[src/design/ttlp_pkg.sv]
// Shared types and constants for the touch tap / long-press classifier.
// No dependencies; imported by every module of the block.
package ttlp_pkg;

    localparam int unsigned COORD_W = 16;
    localparam int unsigned TIME_W  = 32;
    localparam int unsigned MOVE_W  = 17;
    localparam int unsigned CFG_W   = 32;
    localparam int unsigned CIDX_W  = 2;

    localparam logic [TIME_W-1:0] LONG_PRESS_RST = TIME_W'(1000);
    localparam logic [MOVE_W-1:0] MAX_MOVE_RST   = MOVE_W'(30);
    localparam logic [TIME_W-1:0] DEBOUNCE_RST   = TIME_W'(100);

    typedef enum logic [1:0] {
        EV_NONE = 2'd0,
        EV_DOWN = 2'd1,
        EV_UP   = 2'd2,
        EV_MOVE = 2'd3
    } event_kind_t;

    typedef enum logic [1:0] {
        GEST_NONE    = 2'd0,
        GEST_PRESSED = 2'd1,
        GEST_QUICK   = 2'd2,
        GEST_LONG    = 2'd3
    } gesture_t;

    typedef enum logic [CIDX_W-1:0] {
        CFG_LONG_PRESS = 2'd0,
        CFG_MAX_MOVE   = 2'd1,
        CFG_DEBOUNCE   = 2'd2
    } cfg_index_t;

    // Configuration register values
    typedef struct packed {
        logic [TIME_W-1:0] hold_limit;
        logic [MOVE_W-1:0] max_move;
        logic [TIME_W-1:0] debounce_ms;
    } ttlp_cfg_t;

    // One touch event
    typedef struct packed {
        event_kind_t        kind;
        logic [COORD_W-1:0] x;
        logic [COORD_W-1:0] y;
        logic [TIME_W-1:0]  now;
    } ttlp_event_t;

    // One classification result
    typedef struct packed {
        logic               gvalid;
        gesture_t           code;
        logic [COORD_W-1:0] x;
        logic [COORD_W-1:0] y;
        logic               touching;
        gesture_t           recorded;
    } ttlp_result_t;

endpackage

[src/design/touch_tap_long_press_classifier_top.sv]
// Top level of the touch tap / long-press classifier.
// Depends on ttlp_pkg, ttlp_cfg_regs, ttlp_in_stage, ttlp_classifier, ttlp_out_stage.
//
//  channel  | handshake                  | payload
//  ---------+----------------------------+----------------------------------------
//  input    | in_valid / in_stall        | event_kind, pos_x, pos_y, now_ms
//  output   | out_valid / out_stall      | gesture_valid, gesture_code, gesture_x,
//           |                            | gesture_y, touching, recorded_gesture
//  config   | cfg_write                  | cfg_index, cfg_data
//
// One event per cycle sustained while the output is not stalled. An accepted
// event is held in the input register, then classified into the result register
// when it advances, and offered on the output from there.
// Touch state updates as an event moves from the input to the result register.
// Reset (rst_n low, asynchronous) empties both registers and restores state and
// configuration defaults. An output stall holds the result; the input register
// still takes one more event before in_stall rises.
module touch_tap_long_press_classifier_top
    import ttlp_pkg::*;
(
    input  logic               clk,
    input  logic               rst_n,
    input  logic               in_valid,
    output logic               in_stall,
    input  logic [1:0]         event_kind,
    input  logic [COORD_W-1:0] pos_x,
    input  logic [COORD_W-1:0] pos_y,
    input  logic [TIME_W-1:0]  now_ms,
    output logic               out_valid,
    input  logic               out_stall,
    output logic               gesture_valid,
    output logic [1:0]         gesture_code,
    output logic [COORD_W-1:0] gesture_x,
    output logic [COORD_W-1:0] gesture_y,
    output logic               touching,
    output logic [1:0]         recorded_gesture,
    input  logic               cfg_write,
    input  logic [CIDX_W-1:0]  cfg_index,
    input  logic [CFG_W-1:0]   cfg_data
);

    ttlp_cfg_t    cfg;
    ttlp_event_t  evt_in;
    ttlp_event_t  evt;
    logic         evt_valid;
    logic         accept;
    logic         advance;
    ttlp_result_t res_comb;
    ttlp_result_t res;

    // Pipeline flow control
    assign advance  = evt_valid && (!out_valid || !out_stall);
    assign in_stall = evt_valid && !advance;
    assign accept   = in_valid && !in_stall;

    assign evt_in.kind = event_kind_t'(event_kind);
    assign evt_in.x    = pos_x;
    assign evt_in.y    = pos_y;
    assign evt_in.now  = now_ms;

    ttlp_cfg_regs u_cfg (
        .clk       (clk),
        .rst_n     (rst_n),
        .cfg_write (cfg_write),
        .cfg_index (cfg_index),
        .cfg_data  (cfg_data),
        .cfg       (cfg)
    );

    ttlp_in_stage u_in (
        .clk       (clk),
        .rst_n     (rst_n),
        .accept    (accept),
        .advance   (advance),
        .evt_in    (evt_in),
        .evt_valid (evt_valid),
        .evt       (evt)
    );

    ttlp_classifier u_cls (
        .clk   (clk),
        .rst_n (rst_n),
        .fire  (advance),
        .evt   (evt),
        .cfg   (cfg),
        .res   (res_comb)
    );

    ttlp_out_stage u_out (
        .clk       (clk),
        .rst_n     (rst_n),
        .load      (advance),
        .out_stall (out_stall),
        .res_in    (res_comb),
        .out_valid (out_valid),
        .res       (res)
    );

    // Result fields
    assign gesture_valid    = res.gvalid;
    assign gesture_code     = res.code;
    assign gesture_x        = res.x;
    assign gesture_y        = res.y;
    assign touching         = res.touching;
    assign recorded_gesture = res.recorded;

endmodule

[src/design/ttlp_cfg_regs.sv]
// Configuration registers of the classifier, written through a plain write port.
// Depends on ttlp_pkg.
module ttlp_cfg_regs
    import ttlp_pkg::*;
(
    input  logic              clk,
    input  logic              rst_n,
    input  logic              cfg_write,
    input  logic [CIDX_W-1:0] cfg_index,
    input  logic [CFG_W-1:0]  cfg_data,
    output ttlp_cfg_t         cfg
);

    ttlp_cfg_t cfg_reg;
    ttlp_cfg_t cfg_next;

    // Decode the register index; unknown indexes leave everything unchanged
    always_comb
    begin
        cfg_next = cfg_reg;
        if (cfg_write)
        begin
            case (cfg_index_t'(cfg_index))
                CFG_LONG_PRESS: cfg_next.hold_limit    = cfg_data[TIME_W-1:0];
                CFG_MAX_MOVE:   cfg_next.max_move      = cfg_data[MOVE_W-1:0];
                CFG_DEBOUNCE:   cfg_next.debounce_ms   = cfg_data[TIME_W-1:0];
                default:        cfg_next = cfg_reg;
            endcase
        end
    end

    always_ff @(posedge clk or negedge rst_n)
    begin
        if (!rst_n)
        begin
            cfg_reg.hold_limit    <= LONG_PRESS_RST;
            cfg_reg.max_move      <= MAX_MOVE_RST;
            cfg_reg.debounce_ms   <= DEBOUNCE_RST;
        end
        else
        begin
            cfg_reg <= cfg_next;
        end
    end

    assign cfg = cfg_reg;

endmodule

[src/design/ttlp_in_stage.sv]
// Input register of the classifier pipeline: holds one accepted event.
// Depends on ttlp_pkg.
module ttlp_in_stage
    import ttlp_pkg::*;
(
    input  logic        clk,
    input  logic        rst_n,
    input  logic        accept,
    input  logic        advance,
    input  ttlp_event_t evt_in,
    output logic        evt_valid,
    output ttlp_event_t evt
);

    logic        valid_reg;
    logic        valid_next;
    ttlp_event_t evt_reg;

    // Occupancy: filled by an accepted transaction, emptied when it moves on
    always_comb
    begin
        if (accept)
            valid_next = 1'b1;
        else if (advance)
            valid_next = 1'b0;
        else
            valid_next = valid_reg;
    end

    always_ff @(posedge clk or negedge rst_n)
    begin
        if (!rst_n)
            valid_reg <= 1'b0;
        else
            valid_reg <= valid_next;
    end

    // Payload, no reset needed
    always_ff @(posedge clk)
    begin
        if (accept)
            evt_reg <= evt_in;
    end

    assign evt_valid = valid_reg;
    assign evt       = evt_reg;

endmodule

[src/design/ttlp_classifier.sv]
// Touch state and gesture classification: updates the touch state for one
// event and forms its result. Depends on ttlp_pkg.
module ttlp_classifier
    import ttlp_pkg::*;
(
    input  logic         clk,
    input  logic         rst_n,
    input  logic         fire,
    input  ttlp_event_t  evt,
    input  ttlp_cfg_t    cfg,
    output ttlp_result_t res
);

    logic               is_down_reg, is_down_next;
    logic [COORD_W-1:0] start_x_reg, start_x_next;
    logic [COORD_W-1:0] start_y_reg, start_y_next;
    logic [COORD_W-1:0] latest_x_reg, latest_x_next;
    logic [COORD_W-1:0] latest_y_reg, latest_y_next;
    logic [TIME_W-1:0]  press_time_reg, press_time_next;
    gesture_t           saved_reg, saved_next;

    logic [COORD_W-1:0] dx;
    logic [COORD_W-1:0] dy;
    logic [MOVE_W-1:0]  travel;
    logic [TIME_W-1:0]  elapsed;
    gesture_t           release_g;

    // Movement and elapsed time since the press
    always_comb
    begin
        dx      = (start_x_reg >= latest_x_reg) ? (start_x_reg - latest_x_reg)
                                                : (latest_x_reg - start_x_reg);
        dy      = (start_y_reg >= latest_y_reg) ? (start_y_reg - latest_y_reg)
                                                : (latest_y_reg - start_y_reg);
        travel  = MOVE_W'(dx) + MOVE_W'(dy);
        elapsed = evt.now - press_time_reg;
        if (travel > cfg.max_move)
            release_g = GEST_NONE;
        else if (elapsed < cfg.hold_limit)
            release_g = GEST_QUICK;
        else
            release_g = GEST_LONG;
    end

    // Next state and result for the current event
    always_comb
    begin
        is_down_next    = is_down_reg;
        start_x_next    = start_x_reg;
        start_y_next    = start_y_reg;
        latest_x_next   = latest_x_reg;
        latest_y_next   = latest_y_reg;
        press_time_next = press_time_reg;
        saved_next      = saved_reg;
        res.gvalid      = 1'b0;
        res.code        = GEST_NONE;
        res.x           = '0;
        res.y           = '0;

        case (evt.kind)
            EV_DOWN:
            begin
                latest_x_next = evt.x;
                latest_y_next = evt.y;
                if (!is_down_reg)
                begin
                    is_down_next = 1'b1;
                    start_x_next = evt.x;
                    start_y_next = evt.y;
                    // debounce: keep the old press time on a quick re-press
                    if (elapsed > cfg.debounce_ms)
                        press_time_next = evt.now;
                    saved_next = GEST_PRESSED;
                    res.gvalid = 1'b1;
                    res.code   = GEST_PRESSED;
                    res.x      = evt.x;
                    res.y      = evt.y;
                end
            end
            EV_UP:
            begin
                is_down_next = 1'b0;
                if (is_down_reg)
                begin
                    saved_next = release_g;
                    if (release_g != GEST_NONE)
                    begin
                        res.gvalid = 1'b1;
                        res.code   = release_g;
                        res.x      = latest_x_reg;
                        res.y      = latest_y_reg;
                    end
                end
            end
            EV_MOVE:
            begin
                latest_x_next = evt.x;
                latest_y_next = evt.y;
            end
            default:
            begin
                is_down_next = is_down_reg;
            end
        endcase

        res.touching = is_down_next;
        res.recorded = saved_next;
    end

    // Touch state registers, advanced once per event
    always_ff @(posedge clk or negedge rst_n)
    begin
        if (!rst_n)
        begin
            is_down_reg    <= 1'b0;
            start_x_reg    <= '0;
            start_y_reg    <= '0;
            latest_x_reg   <= '0;
            latest_y_reg   <= '0;
            press_time_reg <= '0;
            saved_reg      <= GEST_NONE;
        end
        else if (fire)
        begin
            is_down_reg    <= is_down_next;
            start_x_reg    <= start_x_next;
            start_y_reg    <= start_y_next;
            latest_x_reg   <= latest_x_next;
            latest_y_reg   <= latest_y_next;
            press_time_reg <= press_time_next;
            saved_reg      <= saved_next;
        end
    end

endmodule

[src/design/ttlp_out_stage.sv]
// Result register of the classifier pipeline, held while the consumer stalls.
// Depends on ttlp_pkg.
module ttlp_out_stage
    import ttlp_pkg::*;
(
    input  logic         clk,
    input  logic         rst_n,
    input  logic         load,
    input  logic         out_stall,
    input  ttlp_result_t res_in,
    output logic         out_valid,
    output ttlp_result_t res
);

    logic         valid_reg;
    logic         valid_next;
    ttlp_result_t res_reg;

    // Full on load, empties once the consumer takes the transaction
    always_comb
    begin
        if (load)
            valid_next = 1'b1;
        else if (!out_stall)
            valid_next = 1'b0;
        else
            valid_next = valid_reg;
    end

    always_ff @(posedge clk or negedge rst_n)
    begin
        if (!rst_n)
            valid_reg <= 1'b0;
        else
            valid_reg <= valid_next;
    end

    always_ff @(posedge clk)
    begin
        if (load)
            res_reg <= res_in;
    end

    assign out_valid = valid_reg;
    assign res       = res_reg;

endmodule

[config.mk]
export PLATFORM = sky130hd
export DESIGN_NAME = touch_tap_long_press_classifier_top
export DESIGN_NICKNAME = d
export VERILOG_FILES = /design/src/design/ttlp_pkg.sv /design/src/design/touch_tap_long_press_classifier_top.sv /design/src/design/ttlp_cfg_regs.sv /design/src/design/ttlp_in_stage.sv /design/src/design/ttlp_classifier.sv /design/src/design/ttlp_out_stage.sv
export SDC_FILE = /design/constraint.sdc
export NUM_CORES = 1
export LEC_CHECK = 0
export BUFFER_PORTS_ARGS = -buffer_cell sky130_fd_sc_hd__buf_2
export CORE_AREA = 4 4 183 185
export DETAILED_ROUTE_END_ITERATION = 8
export DIE_AREA = 0 0 187 189
export PLACE_DENSITY = 0.76
export SLEW_MARGIN = 10
export SYNTH_ARGS = -nofsm -noshare
export SYNTH_HDL_FRONTEND = slang
export SYNTH_SLANG_ARGS = --single-unit
[constraint.sdc]
create_clock -name clk -period 5.8 [get_ports clk]
set_input_delay 0.58 -clock clk [delete_from_list [all_inputs] [get_ports clk]]
set_output_delay 0.58 -clock clk [all_outputs]
set_load 0.02 [all_outputs]
==> results of run 1 <==
## layer usage
metal | global-route usage | vias to the layer above
li1 | - | 6314
met2 | 0.388 | 286
met5 | 0 | -
met3 | 0.0380 | 69
met4 | 0.0666 | 0
met1 | 0.306 | 6222
## cell families (layout without fill, tap and decap cells)
logic type	after synthesis	count (layout)	share of synthesized area
simple gates	284	284	0.0762
buf+inv	252	510	0.0551
mux	133	133	0.0852
flops	286	286	0.444
fa+ha+maj	198	198	0.146
xor+xnor	62	62	0.0313
compound gates	435	435	0.163
other cells	0	1	0
## per-stage QoR
stage	setup WS [ns]	cells	TNS, ns	util
2_1_floorplan	0.0157	1650	0	-
3_3_place_gp	-0.202	2235	-6.67	0.595
3_5_place_dp	-0.417	2235	-14.25	0.595
4_1_cts	-0.113	2310	-1.73	0.638
5_1_grt	-0.605	2316	-20.20	0.642
6_report	-0.273	2317	-7.70	0.642
## cell usage in the layout (no fill, tap or decap), types with 17 or more instances in the layout
cell,netlist,layout
inv_1,203,201
ha_1,192,189
dfrtp_1,169,169
buf_2,4,143
nand2_1,117,117
mux2_1,105,104
edfxtp_1,104,104
a21oi_1,96,94
buf_4,1,91
o21ai_0,91,90
a21o_1,71,71
nor2_1,60,59
clkbuf_16,0,38
o21ai_1,39,36
xnor2_1,35,35
a22o_1,32,32
xor2_1,27,27
nand4_1,17,17
nand3_1,17,17
## area by class of cell
type,count,share of cell area
Multi-Input combinational cell,1112,0.431
Sequential cell,286,0.374
Timing Repair Buffer,246,0.0781
Clock buffer,49,0.0497
Inverter,206,0.0376
Tap cell,408,0.0248
Clock inverter,9,0.00438
Antenna cell,1,0.000122
## worst min path at each step
stage,slack [ns],depth (start not counted),end
floorplan,0.28,0,u_cfg.cfg[0]
global placement,0.47,1,u_out.out_valid
detailed placement,0.48,1,u_cfg.cfg[49]
CTS,0.1,1,u_cls.start_y_reg[6]
global route,0.13,1,u_cls.latest_y_reg[6]
finish,0.05,1,u_cls.latest_y_reg[7]
## repair_timing
action,4_1_cts,5_1_grt
resized for setup,28,16
pin swaps,19,17
endpoints found under the setup margin,39,70
setup buffers,15,6
cloned,2,0
endpoints found under the hold margin,0,0
==> impl_metrics.toml, run 1 <==
[routing]
routed_wl_mm = 40.6
routedWlPerCell_um = 17.5
drtPass1Iterations = 5
via_count = 12891
drc = 0
viasPerCell = 5.56
dr_wl_met2_mm = 19.3
wl_met1_mm = 18.4
dr_wl_met3_mm = 1.78
top_layer_used = "met4"
drt-initial-drc-count = 730
ant_nets = 0

[clock_tree]
cts-root-buf = "clkbuf_16"
cts_buffer_depth = 3
cts_max_level = 1
clock_sinks = 286
worst_skew_pair.late_latency_ns = 0.59
path_clk_slew_ns = 0.06
cts_tree = "yes"
cts_buffers = 31
ctsHoldBuffers = 0

[final_layout]
drive_gt1_frac = 0.191
stdcell_area_um2 = 20600
area_delta_synth_final_pct = 18.6
fillers = 2553
largest_reg_flops = 81
multi_input_area_um2 = 8860
nNetsFinal = 2186
layout.area.seq_um2 = 7690

[synth]
ys.flop_type = "dfrtp_1"
synth_edf_count = 104
ys_ff_latch = 286
synth.most_common_cell = "inv_1"
syn_area_um2 = 17300
yosysWarningCount = 0
netlist_instances = 1650
synth_top_area_frac = 0.244
synth_nets = 1953
synth_commonest_cells = "203 x inv_1, 192 x ha_1, 169 x dfrtp_1"
synth-seq-area-share = 0.444
synth.area.top_cells = "dfrtp_1 24%, edfxtp_1 18%, ha_1 14%"
async_reset_ff_frac = 0.636
synthDistinctLibCells = 64
yosys.area.top_type = "dfrtp_1"
syn_area_per_cell_um2 = 10.5

[die]
rows = 66
die-area_um2 = 35300
core-area_um2 = 32000
ioPinCount = 145
initial_core_util = 0.541
die_h_um = 189
dieWidth_um = 187

[critical_path]
timing.rr.start = "u_cls.start_x_reg[0]"
r2r_slack_ns = -0.27
path_max_fanout = 5
startpoint_type = "flop"
worst_ep_required_time_ns = 6.14
slowest_stage = "dfrtp_1"
path_class = "reg2reg"
r2r-end = "u_out.res[0]"
critPathCapture = "u_out.res[0]"
cp_top_family = "compound AO/OA/AOI/OAI gates"
crit_cells = 32
end_kind = "flop"
critPathMaxStageDelay_ns = 0.38
startpoint = "u_cls.start_x_reg[0]"
crit_top_cell = "a21o_1"
cp_num_buf_inv = 6
r2r_cells = 32
arrival_ns = 6.42

[outcome]
failed_checks = "setup timing"
status = "complete, but fails checks"

[global_route]
track_usage = 0.229
antenna_found_initial = 0
grt_pass1_wl_mm = 67.0
grt_pass1_vias = 13267
grt_max_degree = 96
overflow = 0

[placement]
port_buffers = 144
hpwl_mm = 29.9
dpl_cell_area_um2 = 19100
gp_congestion = 0.919

[sta]
slew_viol_final = 0
whs_ns = 0.0524
max_freq_ghz = 0.165
rsz0062_at_grt = "true"
final.period_utilization = 1.05
tightestPinTransition_ns = 0.921
setup_ws_ns = -0.273
finalHoldViolations = 0
setup_viol = 39
finalClockSkew_ns = 0.0239
max_slew_margin = 0.386
min_period_ns = 6.07

[min_path]
hold_path_class = "in2async"

[run]
maxCapViolCount = 0
Power of run 1 is left out: the tool's default activity adds up to more than one toggle a clock period on the data nets, which glitch-free logic cannot reach.
==> inputs of run 2 (changes only) <==
--- a/config.mk
+++ b/config.mk
@@ -10,6 +10,7 @@
 export DETAILED_ROUTE_END_ITERATION = 8
 export DIE_AREA = 0 0 187 189
 export PLACE_DENSITY = 0.76
+export SETUP_SLACK_MARGIN = 0.1
 export SLEW_MARGIN = 10
 export SYNTH_ARGS = -nofsm -noshare
 export SYNTH_HDL_FRONTEND = slang
==> run 2 against run 1 <==
Against the previous run:
- the flow still finishes with violations (setup timing)
- core utilization barely moved
- via count about the same
- clock skew decreased by 0.00088 ns
- hold slack better by 0.044 ns
- design area hardly changed
- register-to-register slack worse by 0.14 ns
- global-route usage increased by 0.058 points
- routed wire length increased by 0.62%
- die area unchanged
- critical path depth grew 1
- sequential share of layout area hardly changed
- clock-buffer cell count down 6
==> impl_metrics.toml, run 2 (same netlist as run 1, synthesis figures left out) <==
[die]
die_h_um = 189
initial_core_util = 0.541
die-area_um2 = 35300
ioPinCount = 145
core-area_um2 = 32000
dieWidth_um = 187
rows = 66

[routing]
routedWlPerCell_um = 17.7
routed_wl_mm = 40.9
ant_nets = 0
drtPass1Iterations = 5
drc = 0
viasPerCell = 5.59
drt-initial-drc-count = 698
via_count = 12897

[outcome]
status = "complete, but fails checks"
failed_checks = "setup timing"

[critical_path]
r2r_slack_ns = -0.41
slowest_stage = "dfrtp_1"
cp_num_buf_inv = 5
path_max_fanout = 7
crit_cells = 33
r2r-end = "u_out.res[3]"
path_class = "reg2reg"
worst_ep_required_time_ns = 6.19
arrival_ns = 6.60
timing.rr.start = "u_cls.start_x_reg[0]"
end_kind = "flop"
startpoint_type = "flop"
r2r_cells = 33
cp_top_family = "compound AO/OA/AOI/OAI gates"
critPathMaxStageDelay_ns = 0.39

[min_path]
hold_path_class = "in2async"

[global_route]
overflow = 0
antenna_found_initial = 0
track_usage = 0.229
grt_pass1_vias = 13303
grt_pass1_wl_mm = 66.5
grt_max_degree = 100

[placement]
preCtsSetupSlack_ns = -0.380
gp_congestion = 0.931
hpwl_mm = 30.0
dp_cells = 2227
port_buffers = 144

[final_layout]
largest_reg_flops = 81
area_delta_synth_final_pct = 18.7
layout_common_cells = "201 x inv_1, 191 x ha_1, 169 x dfrtp_1"
drive_gt1_frac = 0.189
fillers = 2594
nNetsFinal = 2176
diodes = 0
final_common_cell = "inv_1"
fin_cells = 2306

[sta]
slew_viol_final = 0
setup_viol = 39
rsz0062_at_grt = "true"
min_period_ns = 6.21
max_freq_ghz = 0.161
max_slew_margin = 0.352
tightestPinTransition_ns = 0.972
final.period_utilization = 1.07
setup_ws_ns = -0.411
finalClockSkew_ns = 0.0230
finalHoldViolations = 0

[clock_tree]
cts_buffer_depth = 3
cts_buffers = 34
clock_sinks = 286
cts_max_level = 2
ctsHoldBuffers = 0
path_clk_slew_ns = 0.06
cts-root-buf = "clkbuf_16"
cts_tree = "yes"
worst_skew_pair.late_latency_ns = 0.53

[run]
maxCapViolCount = 0
[run 2: cell types whose count changed in the layout (fill, tap and decap cells not counted), moves of 3 or more]
cell       before  now
a211oi_2        0    3
buf_4          91   78
bufinv_16       1    4
clkbuf_1        8    3
[run 2: what timing repair did]
action	CTS	global route
gates resized for setup	18	24
gates cloned	1	2
pin swaps	24	40
buffers inserted	6	9
endpoints found under the setup margin	69	71
[run 2: through the flow]
step                TNS, ns   util  hold slack [ns]  instance area [um^2]
floorplan                 0      -            0.284                 17400
global placement      -2.06  0.593            0.467                 19000
detailed placement   -13.44  0.593            0.481                 19000
CTS                   -8.02  0.635            0.134                 20400
global route         -25.89  0.642            0.162                 20600
finish               -14.30  0.642           0.0963                 20600
[run 2: worst max-delay path by stage]
stage | startpoint | endpoint
6_report | u_cls.start_x_reg[0] | u_out.res[3]
5_1_grt | u_cls.start_x_reg[0] | u_out.res[6]
4_1_cts | u_cls.start_x_reg[0] | u_out.res[0]
3_5_place_dp | u_cls.start_x_reg[0] | u_out.res[3]
3_3_place_gp | u_cls.start_y_reg[0] | u_out.res[34]
2_1_floorplan | u_cls.start_x_reg[0] | u_out.res[0]
[run 2: area by class of cell]
cell class / instances / area (um^2) / area share
Multi-Input combinational cell: 1112 / 8850 / 0.430
Timing Repair Buffer: 233 / 1520 / 0.0741
Clock inverter: 18 / 231 / 0.0113
Clock buffer: 43 / 978 / 0.0476
Inverter: 206 / 776 / 0.0377
Tap cell: 408 / 510 / 0.0248
Sequential cell: 286 / 7690 / 0.374
[run 2: per-layer routing]
| layer | routed length, um | GRT usage | vias to the layer above |
|---|---|---|---|
| li1 | - | - | 6293 |
| met1 | 17800 | 0.296 | 6186 |
| met2 | 19900 | 0.396 | 330 |
| met3 | 1960 | 0.0382 | 88 |
| met4 | 1220 | 0.0776 | 0 |
| met5 | 0 | 0 | - |
Power of run 2 is left out for the same reason.
